File: src/rtl/trsc_pkg.sv
// trsc_pkg: shared types, constants and codes for the three-rotor cipher
// used by every module of the block but trsc_fifo; depends on nothing
package trsc_pkg;

   // default alphabet size and fixed field widths
   localparam int ALPHABET_SIZE_DEF = 26;
   localparam int LETTER_W          = 5;
   localparam int CHAR_W            = 8;
   localparam int NUM_DIGITS        = 3;

   // back pipeline: plug, rotors 1-3, reflector, inverse rotors 3-1, plug
   localparam int NUM_STAGES = 9;

   // chars the block can hold: queue, pipeline stages and output buffer
   localparam int PIPE_CAPACITY = 2 + NUM_STAGES + 2;

   // stream widths
   localparam int REQ_TDATA_W = 16;
   localparam int REQ_TUSER_W = 4;
   localparam int RSP_TDATA_W = 8;

   // ascii landmarks
   localparam logic [CHAR_W-1:0] UPPER_A  = 8'd65;
   localparam logic [CHAR_W-1:0] UPPER_Z  = 8'd90;
   localparam logic [CHAR_W-1:0] LOWER_A  = 8'd97;
   localparam logic [CHAR_W-1:0] LOWER_Z  = 8'd122;
   localparam logic [CHAR_W-1:0] CASE_GAP = 8'd32;

   typedef enum logic {
      MODE_CIPHER = 1'b0,
      MODE_LOAD   = 1'b1
   } trsc_mode_type;

   typedef enum logic [2:0] {
      TBL_ROTOR_ONE   = 3'd0,
      TBL_ROTOR_TWO   = 3'd1,
      TBL_ROTOR_THREE = 3'd2,
      TBL_REFLECTOR   = 3'd3,
      TBL_PLUGBOARD   = 3'd4
   } trsc_table_type;

   typedef logic [LETTER_W-1:0] trsc_letter_type;

   // classified item, front to back
   typedef struct packed {
      logic                                  is_load;
      trsc_table_type                        table_sel;
      trsc_letter_type                       entry;
      logic                                  in_alpha;
      logic                                  is_lower;
      trsc_letter_type                       letter;
      logic [CHAR_W-1:0]                     char_byte;
      trsc_letter_type [NUM_DIGITS-1:0]      digits;
   } trsc_item_type;

   // one char in flight through the back pipeline
   typedef struct packed {
      logic                                  in_alpha;
      logic                                  is_lower;
      logic [CHAR_W-1:0]                     char_byte;
      trsc_letter_type                       x;
      trsc_letter_type [NUM_DIGITS-1:0]      digits;
   } trsc_stage_type;

endpackage

File: src/rtl/trsc_fifo.sv
// trsc_fifo: two-entry register fifo with valid/ready on both sides
// used for the front-to-back queue and the result buffer; no package needed
module trsc_fifo #(
   parameter int WIDTH = 1
) (
   input  logic             clock,
   input  logic             reset,
   input  logic             in_valid,
   output logic             in_ready,
   input  logic [WIDTH-1:0] in_data,
   output logic             out_valid,
   input  logic             out_ready,
   output logic [WIDTH-1:0] out_data
);

   logic [WIDTH-1:0] mem_ff [2];
   logic             wr_ptr_ff;
   logic             rd_ptr_ff;
   logic [1:0]       count_ff;
   logic             push;
   logic             pop;

   // status and head
   assign in_ready  = (count_ff != 2'd2);
   assign out_valid = (count_ff != 2'd0);
   assign out_data  = mem_ff[rd_ptr_ff];
   assign push      = in_valid && in_ready;
   assign pop       = out_valid && out_ready;

   // pointers and fill count
   always_ff @(posedge clock) begin
      if (reset) begin
         wr_ptr_ff <= 1'b0;
         rd_ptr_ff <= 1'b0;
         count_ff  <= 2'd0;
      end else begin
         if (push) begin
            wr_ptr_ff <= ~wr_ptr_ff;
         end
         if (pop) begin
            rd_ptr_ff <= ~rd_ptr_ff;
         end
         if (push && !pop) begin
            count_ff <= count_ff + 2'd1;
         end else if (pop && !push) begin
            count_ff <= count_ff - 2'd1;
         end
      end
   end

   // storage
   always_ff @(posedge clock) begin
      if (push) begin
         mem_ff[wr_ptr_ff] <= in_data;
      end
   end

endmodule

File: src/rtl/trsc_front.sv
// trsc_front: accepts beats, classifies them, runs the position odometer
// depends on trsc_pkg
module trsc_front #(
   parameter int ALPHABET_SIZE = trsc_pkg::ALPHABET_SIZE_DEF
) (
   input  logic                    clock,
   input  logic                    reset,
   input  logic                    req_valid,
   output logic                    req_ready,
   input  logic                    mode,
   input  logic [2:0]              table_select,
   input  logic [4:0]              entry_index,
   input  logic [7:0]              char_value,
   output logic                    push_valid,
   input  logic                    push_ready,
   output trsc_pkg::trsc_item_type push_item
);
   import trsc_pkg::*;

   localparam int SIZE_W = LETTER_W + 1;
   localparam logic [SIZE_W-1:0] SIZE = SIZE_W'(ALPHABET_SIZE);

   logic                             is_upper;
   logic                             is_lower;
   logic                             in_alpha;
   logic                             load_ok;
   logic                             is_cipher;
   logic                             accept;
   logic [CHAR_W-1:0]                letter_wide;
   trsc_letter_type                  letter;
   trsc_letter_type [NUM_DIGITS-1:0] digit_ff;
   trsc_letter_type [NUM_DIGITS-1:0] digit_in;
   logic                             carry;

   assign is_cipher = (mode == MODE_CIPHER);
   assign req_ready = push_ready;
   assign accept    = req_valid && req_ready;

   // letter detection and index
   always_comb begin
      is_upper = char_value inside {[UPPER_A:UPPER_Z]};
      is_lower = char_value inside {[LOWER_A:LOWER_Z]};
      if (is_upper) begin
         letter_wide = char_value - UPPER_A;
      end else if (is_lower) begin
         letter_wide = char_value - LOWER_A;
      end else begin
         letter_wide = '0;
      end
      letter   = letter_wide[LETTER_W-1:0];
      in_alpha = (is_upper || is_lower) && ({1'b0, letter} < SIZE);
      load_ok  = in_alpha && ({1'b0, entry_index} < SIZE)
                 && (table_select <= TBL_PLUGBOARD);
   end

   // bad loads are dropped here, everything else goes to the queue
   assign push_valid = req_valid && (is_cipher || load_ok);

   always_comb begin
      push_item.is_load   = !is_cipher;
      push_item.table_sel = trsc_table_type'(table_select);
      push_item.entry     = entry_index;
      push_item.in_alpha  = in_alpha;
      push_item.is_lower  = is_lower;
      push_item.letter    = in_alpha ? letter : '0;
      push_item.char_byte = char_value;
      push_item.digits    = digit_ff;
   end

   // odometer increment, digit 0 fastest
   always_comb begin
      digit_in = digit_ff;
      carry    = 1'b1;
      for (int k = 0; k < NUM_DIGITS; k++) begin
         if (carry) begin
            if (({1'b0, digit_ff[k]} + SIZE_W'(1)) >= SIZE) begin
               digit_in[k] = '0;
            end else begin
               digit_in[k] = digit_ff[k] + LETTER_W'(1);
               carry       = 1'b0;
            end
         end
      end
   end

   // every accepted char beat steps the odometer
   always_ff @(posedge clock) begin
      if (reset) begin
         digit_ff <= '0;
      end else if (accept && is_cipher) begin
         digit_ff <= digit_in;
      end
   end

endmodule

File: src/rtl/trsc_back.sv
// trsc_back: wiring tables and the nine-stage lookup pipeline
// depends on trsc_pkg; fed from the front queue, drives the result buffer
module trsc_back #(
   parameter int ALPHABET_SIZE = trsc_pkg::ALPHABET_SIZE_DEF
) (
   input  logic                          clock,
   input  logic                          reset,
   input  logic                          head_valid,
   output logic                          head_ready,
   input  trsc_pkg::trsc_item_type       head_item,
   output logic                          res_valid,
   input  logic                          res_ready,
   output logic [trsc_pkg::CHAR_W-1:0]   res_data
);
   import trsc_pkg::*;

   localparam int IDX_W  = (ALPHABET_SIZE > 1) ? $clog2(ALPHABET_SIZE) : 1;
   localparam int SIZE_W = LETTER_W + 1;
   localparam logic [SIZE_W-1:0] SIZE = SIZE_W'(ALPHABET_SIZE);
   localparam int LAST = NUM_STAGES - 1;

   // wiring tables
   trsc_letter_type rot1_fwd_ff [ALPHABET_SIZE];
   trsc_letter_type rot2_fwd_ff [ALPHABET_SIZE];
   trsc_letter_type rot3_fwd_ff [ALPHABET_SIZE];
   trsc_letter_type rot1_inv_ff [ALPHABET_SIZE];
   trsc_letter_type rot2_inv_ff [ALPHABET_SIZE];
   trsc_letter_type rot3_inv_ff [ALPHABET_SIZE];
   trsc_letter_type refl_ff     [ALPHABET_SIZE];
   trsc_letter_type plug_mem_ff [ALPHABET_SIZE];
   logic [ALPHABET_SIZE-1:0] plug_valid_ff;

   trsc_stage_type          stage_ff [NUM_STAGES];
   trsc_stage_type          stage_in [NUM_STAGES];
   logic [NUM_STAGES-1:0]   stage_valid_ff;
   trsc_stage_type          head_stage;

   logic            adv;
   logic            take_char;
   logic            take_load;
   logic            pipe_empty;
   logic [IDX_W-1:0] plug_in_idx;
   logic [IDX_W-1:0] plug_out_idx;
   trsc_letter_type rot1_out;
   trsc_letter_type rot2_out;
   trsc_letter_type rot3_out;
   trsc_letter_type refl_out;
   trsc_letter_type rot3i_out;
   trsc_letter_type rot2i_out;
   trsc_letter_type rot1i_out;

   function automatic logic [IDX_W-1:0] tab_idx(input trsc_letter_type a);
      return a[IDX_W-1:0];
   endfunction

   function automatic trsc_letter_type add_mod(input trsc_letter_type a,
                                               input trsc_letter_type b);
      logic [SIZE_W-1:0] sum;
      sum = {1'b0, a} + {1'b0, b};
      if (sum >= SIZE) begin
         sum = sum - SIZE;
      end
      return sum[LETTER_W-1:0];
   endfunction

   function automatic trsc_letter_type sub_mod(input trsc_letter_type a,
                                               input trsc_letter_type b);
      logic [SIZE_W-1:0] diff;
      if (a >= b) begin
         diff = {1'b0, a} - {1'b0, b};
      end else begin
         diff = {1'b0, a} + SIZE - {1'b0, b};
      end
      return diff[LETTER_W-1:0];
   endfunction

   // flow control: loads wait until no char is in flight
   assign adv        = !stage_valid_ff[LAST] || res_ready;
   assign pipe_empty = (stage_valid_ff == '0);
   assign head_ready = head_item.is_load ? pipe_empty : adv;
   assign take_char  = head_valid && !head_item.is_load && adv;
   assign take_load  = head_valid && head_item.is_load && pipe_empty;

   always_comb begin
      head_stage.in_alpha  = head_item.in_alpha;
      head_stage.is_lower  = head_item.is_lower;
      head_stage.char_byte = head_item.char_byte;
      head_stage.x         = head_item.letter;
      head_stage.digits    = head_item.digits;
   end

   // rotor, reflector and inverse steps, one per stage
   always_comb begin
      rot1_out  = rot1_fwd_ff[tab_idx(add_mod(stage_ff[0].x, stage_ff[0].digits[0]))];
      rot2_out  = rot2_fwd_ff[tab_idx(add_mod(stage_ff[1].x, stage_ff[1].digits[1]))];
      rot3_out  = rot3_fwd_ff[tab_idx(add_mod(stage_ff[2].x, stage_ff[2].digits[2]))];
      refl_out  = refl_ff[tab_idx(stage_ff[3].x)];
      rot3i_out = sub_mod(rot3_inv_ff[tab_idx(stage_ff[4].x)], stage_ff[4].digits[2]);
      rot2i_out = sub_mod(rot2_inv_ff[tab_idx(stage_ff[5].x)], stage_ff[5].digits[1]);
      rot1i_out = sub_mod(rot1_inv_ff[tab_idx(stage_ff[6].x)], stage_ff[6].digits[0]);
   end

   assign plug_in_idx  = tab_idx(head_stage.x);
   assign plug_out_idx = tab_idx(stage_ff[7].x);

   // next stage payload, plugboard read on entry and exit
   always_comb begin
      for (int k = 1; k < NUM_STAGES; k++) begin
         stage_in[k] = stage_ff[k-1];
      end
      stage_in[0]   = head_stage;
      stage_in[0].x = plug_valid_ff[plug_in_idx] ? plug_mem_ff[plug_in_idx]
                                                 : head_stage.x;
      stage_in[1].x = rot1_out;
      stage_in[2].x = rot2_out;
      stage_in[3].x = rot3_out;
      stage_in[4].x = refl_out;
      stage_in[5].x = rot3i_out;
      stage_in[6].x = rot2i_out;
      stage_in[7].x = rot1i_out;
      stage_in[8].x = plug_valid_ff[plug_out_idx] ? plug_mem_ff[plug_out_idx]
                                                  : stage_ff[7].x;
   end

   // stage payload
   always_ff @(posedge clock) begin
      if (adv) begin
         stage_ff <= stage_in;
      end
   end

   // stage valid bits
   always_ff @(posedge clock) begin
      if (reset) begin
         stage_valid_ff <= '0;
      end else if (adv) begin
         stage_valid_ff <= {stage_valid_ff[NUM_STAGES-2:0], take_char};
      end
   end

   // table loads; a rotor write also fills its inverse
   always_ff @(posedge clock) begin
      if (take_load) begin
         case (head_item.table_sel)
            TBL_ROTOR_ONE: begin
               rot1_fwd_ff[tab_idx(head_item.entry)]  <= head_item.letter;
               rot1_inv_ff[tab_idx(head_item.letter)] <= head_item.entry;
            end
            TBL_ROTOR_TWO: begin
               rot2_fwd_ff[tab_idx(head_item.entry)]  <= head_item.letter;
               rot2_inv_ff[tab_idx(head_item.letter)] <= head_item.entry;
            end
            TBL_ROTOR_THREE: begin
               rot3_fwd_ff[tab_idx(head_item.entry)]  <= head_item.letter;
               rot3_inv_ff[tab_idx(head_item.letter)] <= head_item.entry;
            end
            TBL_REFLECTOR: begin
               refl_ff[tab_idx(head_item.entry)] <= head_item.letter;
            end
            TBL_PLUGBOARD: begin
               plug_mem_ff[tab_idx(head_item.entry)] <= head_item.letter;
            end
            default: begin
            end
         endcase
      end
   end

   // plugboard entries read as identity until written
   always_ff @(posedge clock) begin
      if (reset) begin
         plug_valid_ff <= '0;
      end else if (take_load && (head_item.table_sel == TBL_PLUGBOARD)) begin
         plug_valid_ff[tab_idx(head_item.entry)] <= 1'b1;
      end
   end

   // back to ascii, case restored
   assign res_valid = stage_valid_ff[LAST];
   always_comb begin
      if (stage_ff[LAST].in_alpha) begin
         res_data = UPPER_A + {{(CHAR_W-LETTER_W){1'b0}}, stage_ff[LAST].x}
                    + (stage_ff[LAST].is_lower ? CASE_GAP : '0);
      end else begin
         res_data = stage_ff[LAST].char_byte;
      end
   end

endmodule

File: src/rtl/three_rotor_substitution_cipher.sv
// Three-rotor substitution cipher over ascii bytes.
// Input stream (req_*): each beat either loads one wiring entry (tuser mode
// bit set) into rotor 1-3, the reflector or the plugboard, or enciphers one
// byte. Result stream (rsp_*): one byte per encipher beat, none per load.
// Letters keep their case, other bytes pass unchanged; every encipher beat
// steps the three-digit rotor odometer.
// Path: a char accepted on req_* passes the front queue register, the nine
// lookup stages and the result buffer before it shows on rsp_tvalid.
// Throughput: one char per cycle while rsp_tready is high. A load beat waits
// in the queue until the chars ahead of it have left the lookup pipeline,
// and a low rsp_tready can keep them there.
// Reset: odometer to zero, plugboard to identity, all queues empty; rotor
// and reflector tables hold nothing defined until loaded.
// When rsp_tready is low the result buffer holds two bytes, the pipeline
// then freezes, and the two-entry front queue fills before req_tready drops.
// depends on trsc_pkg, trsc_front, trsc_fifo, trsc_back
module three_rotor_substitution_cipher #(
   parameter int ALPHABET_SIZE = trsc_pkg::ALPHABET_SIZE_DEF
) (
   input  logic                              clock,
   input  logic                              reset,
   input  logic                              req_tvalid,
   output logic                              req_tready,
   // entry_index [4:0], char_value [12:5], zero [15:13]
   input  logic [trsc_pkg::REQ_TDATA_W-1:0]  req_tdata,
   // mode [0], table_select [3:1]
   input  logic [trsc_pkg::REQ_TUSER_W-1:0]  req_tuser,
   output logic                              rsp_tvalid,
   input  logic                              rsp_tready,
   // out_char [7:0]
   output logic [trsc_pkg::RSP_TDATA_W-1:0]  rsp_tdata
);
   import trsc_pkg::*;

   localparam int ITEM_W = $bits(trsc_item_type);

   trsc_item_type     push_item;
   trsc_item_type     head_item;
   logic [ITEM_W-1:0] head_bits;
   logic              push_valid;
   logic              push_ready;
   logic              head_valid;
   logic              head_ready;
   logic              res_valid;
   logic              res_ready;
   logic [CHAR_W-1:0] res_data;

   // accept and classify
   trsc_front #(
      .ALPHABET_SIZE(ALPHABET_SIZE)
   ) u_front (
      .clock       (clock),
      .reset       (reset),
      .req_valid   (req_tvalid),
      .req_ready   (req_tready),
      .mode        (req_tuser[0]),
      .table_select(req_tuser[3:1]),
      .entry_index (req_tdata[4:0]),
      .char_value  (req_tdata[12:5]),
      .push_valid  (push_valid),
      .push_ready  (push_ready),
      .push_item   (push_item)
   );

   // front to back queue
   trsc_fifo #(
      .WIDTH(ITEM_W)
   ) u_queue (
      .clock    (clock),
      .reset    (reset),
      .in_valid (push_valid),
      .in_ready (push_ready),
      .in_data  (push_item),
      .out_valid(head_valid),
      .out_ready(head_ready),
      .out_data (head_bits)
   );

   assign head_item = trsc_item_type'(head_bits);

   // tables and lookup pipeline
   trsc_back #(
      .ALPHABET_SIZE(ALPHABET_SIZE)
   ) u_back (
      .clock     (clock),
      .reset     (reset),
      .head_valid(head_valid),
      .head_ready(head_ready),
      .head_item (head_item),
      .res_valid (res_valid),
      .res_ready (res_ready),
      .res_data  (res_data)
   );

   // result buffer
   trsc_fifo #(
      .WIDTH(RSP_TDATA_W)
   ) u_result (
      .clock    (clock),
      .reset    (reset),
      .in_valid (res_valid),
      .in_ready (res_ready),
      .in_data  (res_data),
      .out_valid(rsp_tvalid),
      .out_ready(rsp_tready),
      .out_data (rsp_tdata)
   );

endmodule

File: config.mk
export PLATFORM = sky130hd
export DESIGN_NAME = three_rotor_substitution_cipher
export DESIGN_NICKNAME = d
export VERILOG_FILES = /design/src/rtl/trsc_pkg.sv /design/src/rtl/trsc_fifo.sv /design/src/rtl/trsc_front.sv /design/src/rtl/trsc_back.sv /design/src/rtl/three_rotor_substitution_cipher.sv
export SDC_FILE = /design/constraint.sdc
export NUM_CORES = 2
export LEC_CHECK = 0
export BUFFER_PORTS_ARGS = -buffer_cell sky130_fd_sc_hd__buf_2
export CAP_MARGIN = 20
export CORE_MARGIN = 5
export CORE_UTILIZATION = 37
export DETAILED_ROUTE_END_ITERATION = 10
export GPL_TIMING_DRIVEN = 0
export PLACE_DENSITY = 0.59
export SYNTH_ARGS = -nofsm -noshare
export SYNTH_HDL_FRONTEND = slang
export SYNTH_SLANG_ARGS = --single-unit
File: constraint.sdc
create_clock -name clock -period 8.6 [get_ports clock]
set_clock_uncertainty 0.2 [all_clocks]
set_input_delay 0 -clock clock [delete_from_list [all_inputs] [get_ports clock]]
set_output_delay 0 -clock clock [all_outputs]
set_load 0.005 [all_outputs]
Yosys cells after proc, flatten, opt, wreduce, memory -nomap -nowiden. Memory sizes are Yosys's and may differ from the RTL's. A register that Yosys moved wholly into a read port is not among the register bits. Index checks and enable logic that the tools add are counted.

Add/subtract/negate cells: 29. Multiply operators: 0. Shifts and indexed selects: 0. $lt $le $gt $ge: 20. Reduce and logical (&&, ||, !) cells: 39. Muxes and demuxes: 56. Eq/ne operators: 6. Div/mod/pow operators: 0. Bitwise gates (word level): 6.

Operator list (count): $mux 5 (17); $ge 6x5->1 const B (6); $mux 1 (30); $sub 5x5->5 (6); $or 26x26->26 (1); $logic_and 1x1->1 (22); $add 5x1->6 const B (3); $add 5x5->6 (3); $lt 5x6->1 const B (3); $ge 8x7->1 const B (2); $le 8x7->1 const B (2); $add 5x1->5 const B (3); $add 5x5->5 const B (3); $ge 5x5->1 (3); $sub 5x5->5 const B (3); $bmux 1 s5 (2); $lt 5x5->1 const B (2); $sub 5x1->5 const B (2); $logic_not 9->1 (1); $add 7x5->8 const A (1); $add 8x8->8 (1); $mux 2 (4); $mux 8 (1); $reduce_bool 2->1 (4); other kinds (15) (31).

Bits in read-only memories: 0. Memories kept: 10. Bits in writable memories: 1134. Bits in registers: 263. Latch bits: 0. Input bits: 24. Output and inout bits: 10. Logic and storage cells: 227.

Memories: u_back.plug_mem_ff (words 26, width 5, read ports 2, clocked after memory_dff 1, write ports 1, line trsc_back.sv:30) `trsc_letter_type plug_mem_ff [ALPHABET_SIZE];`; u_back.refl_ff (words 26, width 5, read ports 1, clocked after memory_dff 1, write ports 1, line trsc_back.sv:29) `trsc_letter_type refl_ff [ALPHABET_SIZE];`; u_back.rot1_fwd_ff (words 26, width 5, read ports 1, clocked after memory_dff 1, write ports 1, line trsc_back.sv:23) `trsc_letter_type rot1_fwd_ff [ALPHABET_SIZE];`; u_back.rot1_inv_ff (words 26, width 5, read ports 1, clocked after memory_dff 1, write ports 1, line trsc_back.sv:26) `trsc_letter_type rot1_inv_ff [ALPHABET_SIZE];`; u_back.rot2_fwd_ff (words 26, width 5, read ports 1, clocked after memory_dff 1, write ports 1, line trsc_back.sv:24) `trsc_letter_type rot2_fwd_ff [ALPHABET_SIZE];`; u_back.rot2_inv_ff (words 26, width 5, read ports 1, clocked after memory_dff 1, write ports 1, line trsc_back.sv:27) `trsc_letter_type rot2_inv_ff [ALPHABET_SIZE];`; +4 memories.

Logic depth before layout (Yosys ltp).
Word-level depth: 15. Gate-level depth with buffers: 17. Mapped depth without buffers: 16.

By module. From an unflattened synthesis, not the netlist that was laid out.

Cell total of the unflattened synthesis: 3375. Area total of the unflattened synthesis: 58874.0 um^2.

Modules (own cells, without submodules): trsc_back (seq. area each 38987.4 um^2, cells an instance 2970, instances 1, area each 53402.5 um^2); trsc_fifo at u_queue (seq. area each 2442.3 um^2, cells an instance 145, instances 1, area each 3032.9 um^2); trsc_front (seq. area each 300.3 um^2, cells an instance 211, instances 1, area each 1640.3 um^2); trsc_fifo at u_result (seq. area each 580.6 um^2, cells an instance 49, instances 1, area each 798.3 um^2).

Least setup slack after synthesis. Ideal clock, no wire load.

Path kind: register -> register. From: register u_result.count_ff[0]. To: register (tool-made name). Setup slack: 724 ps. Buffers on the path: 1. Required time: 7992 ps. Period minus slack after synthesis: 7876 ps. Data arrival time: 7268 ps. Cell stages (with the launch flop): 6. Setup time: 408 ps. Path through: dfxtp_1 > nand2b_1 > nor2_1 > inv_2 > clkbuf_1 > a21oi_1.

RTL lines: from (decl) (line trsc_fifo.sv:19) `logic [1:0] count_ff;`; from (signal assigned) (line trsc_fifo.sv:44) `count_ff <= count_ff + 2'd1;`; from (signal assigned) (line trsc_fifo.sv:46) `count_ff <= count_ff - 2'd1;`.

==> results.ini <==
[timing]
finalSetupViolations = 0
fin_crit_ns = 5.432
slew_violations = 0
holdWs_ns = 0.1071
period_share = 0.6317
tns_ns = 0
hold_viol = 0
relSlewSlack = 0.2488
clock.fmax_mhz = 184.1
worst_slew_pin_slew_ns = 1.123
grt_setup_unrepaired = no

[power]
switching_power_mw = 9.652
powerDensity_mw_per_mm2 = 400.0
seqPwrFrac = 0.342
power.share.clock = 0.232
p_int_mw = 16.89
ir_worst_vdd_uv = 299.2
pwr-share-comb = 0.425
netSwitchingFraction = 0.3636
p_leak_nw = 21.60

[clock_tree]
cts_tree = done
clockRootBuffer = clkbuf_16
cts_resized = 0
cts_made_buffers = 149
clk_path_buf_depth = 3
holdBufCountCts = 45
post_cts_buffers = 0
path_clk_slew_ns = 0.06
clock-sinks = 1434
h-tree-depth = 4
clk_latency_ns = 0.77

[global_routing]
grt_pass1_vias = 30641
track_usage = 0.1635
overflow = 0
grt_pass1_wl_um = 200600
antenna_found_initial = 5
grt_max_degree = 92

[synth]
synth_edf_count = 1359
seq_area_frac_synth = 0.7283
synth.distinct_cells = 75
syn-instance-count = 3364
synthFlopType = edfxtp_1
syn_area_mm2 = 0.05810
ys_warn_count = 0
async_flop_share = 0
ys_seq_elements = 1434
syn_area_per_cell_um2 = 17.27
synth_fp_nets = 3463

[detailed_routing]
drt_iter0_drc = 3060
wl_per_cell_um = 23.23
drt_first_pass_iters = 6
totalWireLength_um = 134400
num_vias = 30429
drcViolationCount = 0
drt.antenna.violating_nets = 0
vias_per_cell = 5.258

[critical_path]
arrival_ns = 5.87
reg2reg_depth = 15
endpoint_kind = flop
start_kind = flop
reg2reg_slack_ns = 3.17
cp_max_fo = 10
cp.required_ns = 9.04
path_class = flop to flop

[place]
gp_congestion = 0.8370
place_hpwl_um = 89580
io_buffers = 30

[floorplanning]
ios = 34
core_mm2 = 0.1562
initial_core_util = 0.3719
rows = 145
die_w_um = 406.3
die_area_mm2 = 0.1650
dieHeight_um = 406.3

[cells_and_area]
area_growth_pct = 14.22
drive_above_1_share = 0.1701
nets = 3706

[flow_run]
max-cap-violations = 0

[hold_path]
hold_path_class = input port to flop
min_path_cells = 4
whs_endpoint = u_queue.mem_ff[1][27]$_DFFE_PP_
hold_start = req_tdata[9]

[run_status]
status = finished clean

[cell families (layout without fill, tap and decap cells)]
logic type	after synthesis	count (layout)	synth area share
compound gates	305	305	0.03605
fa+ha+maj	75	75	0.01770
other cells	0	2	0
xor+xnor	51	51	0.008572
simple gates	824	824	0.06011
buf+inv	217	580	0.01471
flops	1434	1434	0.7283
mux	458	458	0.1346
[worst max path at each step]
| stage | from | end | slack, ns | cells past startpoint |
|---|---|---|---|---|
| final | flop | flop | 3.17 | 15 |
| after global routing | flop | flop | 2.69 | 15 |
| after CTS | flop | flop | 3.02 | 15 |
| after detailed placement | flop | flop | 3.05 | 15 |
| after global placement | u_result.count_ff[0]$_SDFFE_PP0P_ | flop | -2.68 | 5 |
| after floorplan | u_result.count_ff[0]$_SDFFE_PP0P_ | flop | 0.72 | 5 |
[metrics by stage]
stage	power, mW	setup slack (ns)	std cells	area, um2	utilization
global placement	20.50	-2.678	5452	60820	0.3894
floorplan	17.13	0.7238	3364	58100	-
finish	26.54	3.168	5787	66360	0.4248
CTS	26.74	3.025	5783	66320	0.4246
global route	27.99	2.690	5785	66350	0.4248
detailed placement	20.53	3.049	5467	61220	0.3919
[sequential cells by signal, indices dropped and copies added, names as in the netlist, 2 cells and up, named ones only]
register               count
u_front.push_item         15
u_back.stage_ff          220
u_back.plug_out_idx        5
u_back.plug_valid_ff      26
u_back.stage_valid_ff      9
u_result.mem_ff           16
u_back.rot2_fwd_ff       130
u_back.rot3_inv_ff       130
u_back.rot3_fwd_ff       130
u_queue.mem_ff            78
u_back.rot2_inv_ff       130
u_back.plug_mem_ff       130
u_back.rot1_inv_ff       130
u_queue.count_ff           2
u_back.rot1_fwd_ff       130
u_back.refl_ff           130
u_result.count_ff          2
[per-layer routing]
metal  global-route usage  vias to the layer above  share of wire
li1                     -                    13657              -
met1               0.2281                    15684           0.43
met2               0.2684                      907           0.49
met3              0.02781                      181          0.058
met4              0.04128                        0          0.020
met5                    0                        -              0
[synth_stat cells (26+ instances only)]
cell type / instances / area, um2
a211oi_1: 26 / 195.2
nand2_1: 260 / 975.9
mux2_2: 85 / 957.2
a21oi_1: 106 / 530.5
nor2_1: 372 / 1396
edfxtp_1: 1359 / 40810
dfxtp_1: 75 / 1501
mux4_2: 248 / 5585
inv_1: 76 / 285.3
ha_1: 63 / 788.3
nand3_1: 62 / 310.3
nor2b_1: 42 / 262.8
o21ai_0: 27 / 135.1
mux2i_1: 122 / 1221
clkbuf_1: 100 / 375.4
[worst max-delay path: stages, from the launching register on]
cell and delay [ns]:
dfxtp_1 0.30, clkbuf_1 0.52, buf_1 0.77, mux4_2 0.64, mux4_2 0.47, mux2i_1 0.50, inv_1 0.16, ha_1 0.35
a21oi_1 0.08, o21bai_1 0.21, a31oi_1 0.07, o21bai_1 0.14, a21o_1 0.25, mux2i_1 0.26, xor2_1 0.12, mux2_2 0.27
[area by class of cell]
| class | instances | area [um2] |
|---|---|---|
| plain buffers | 136 | 561.8 |
| diodes | 2 | 5.005 |
| flip-flops and latches | 1434 | 42310 |
| repair buffers | 92 | 993.5 |
| clock inverters | 80 | 661.9 |
| inverters | 81 | 319.1 |
| multi-input cells | 1713 | 14940 |
| well taps | 2058 | 2575 |
| clock buffers | 191 | 3990 |
| fillers | 13681 | 89850 |
[power groups by stage]
stage               sequential (mW)  clock, mW  combinational, mW
finish                         9.09       6.16               11.3
global route                   9.13       6.61               12.3
CTS                            9.09       6.29               11.4
detailed placement             9.24          0               11.3
global placement               9.37          0               11.1
floorplan                      9.15          0               7.98
[cell usage in the layout (no fill, tap or decap), types with 41 or more instances in the layout]
cell type      instances
clkbuf_1             132
edfxtp_1            1359
mux4_2               248
clkbuf_16            152
nor2b_1               41
nor2_1               372
nand3_1               62
ha_1                  63
dlygate4sd3_1         45
inv_1                 70
mux2_2                85
dfxtp_1               75
nand2_1              260
mux2i_1              122
buf_2                 44
a21oi_1              106
Note: power is estimated with default switching activity, not from simulation.
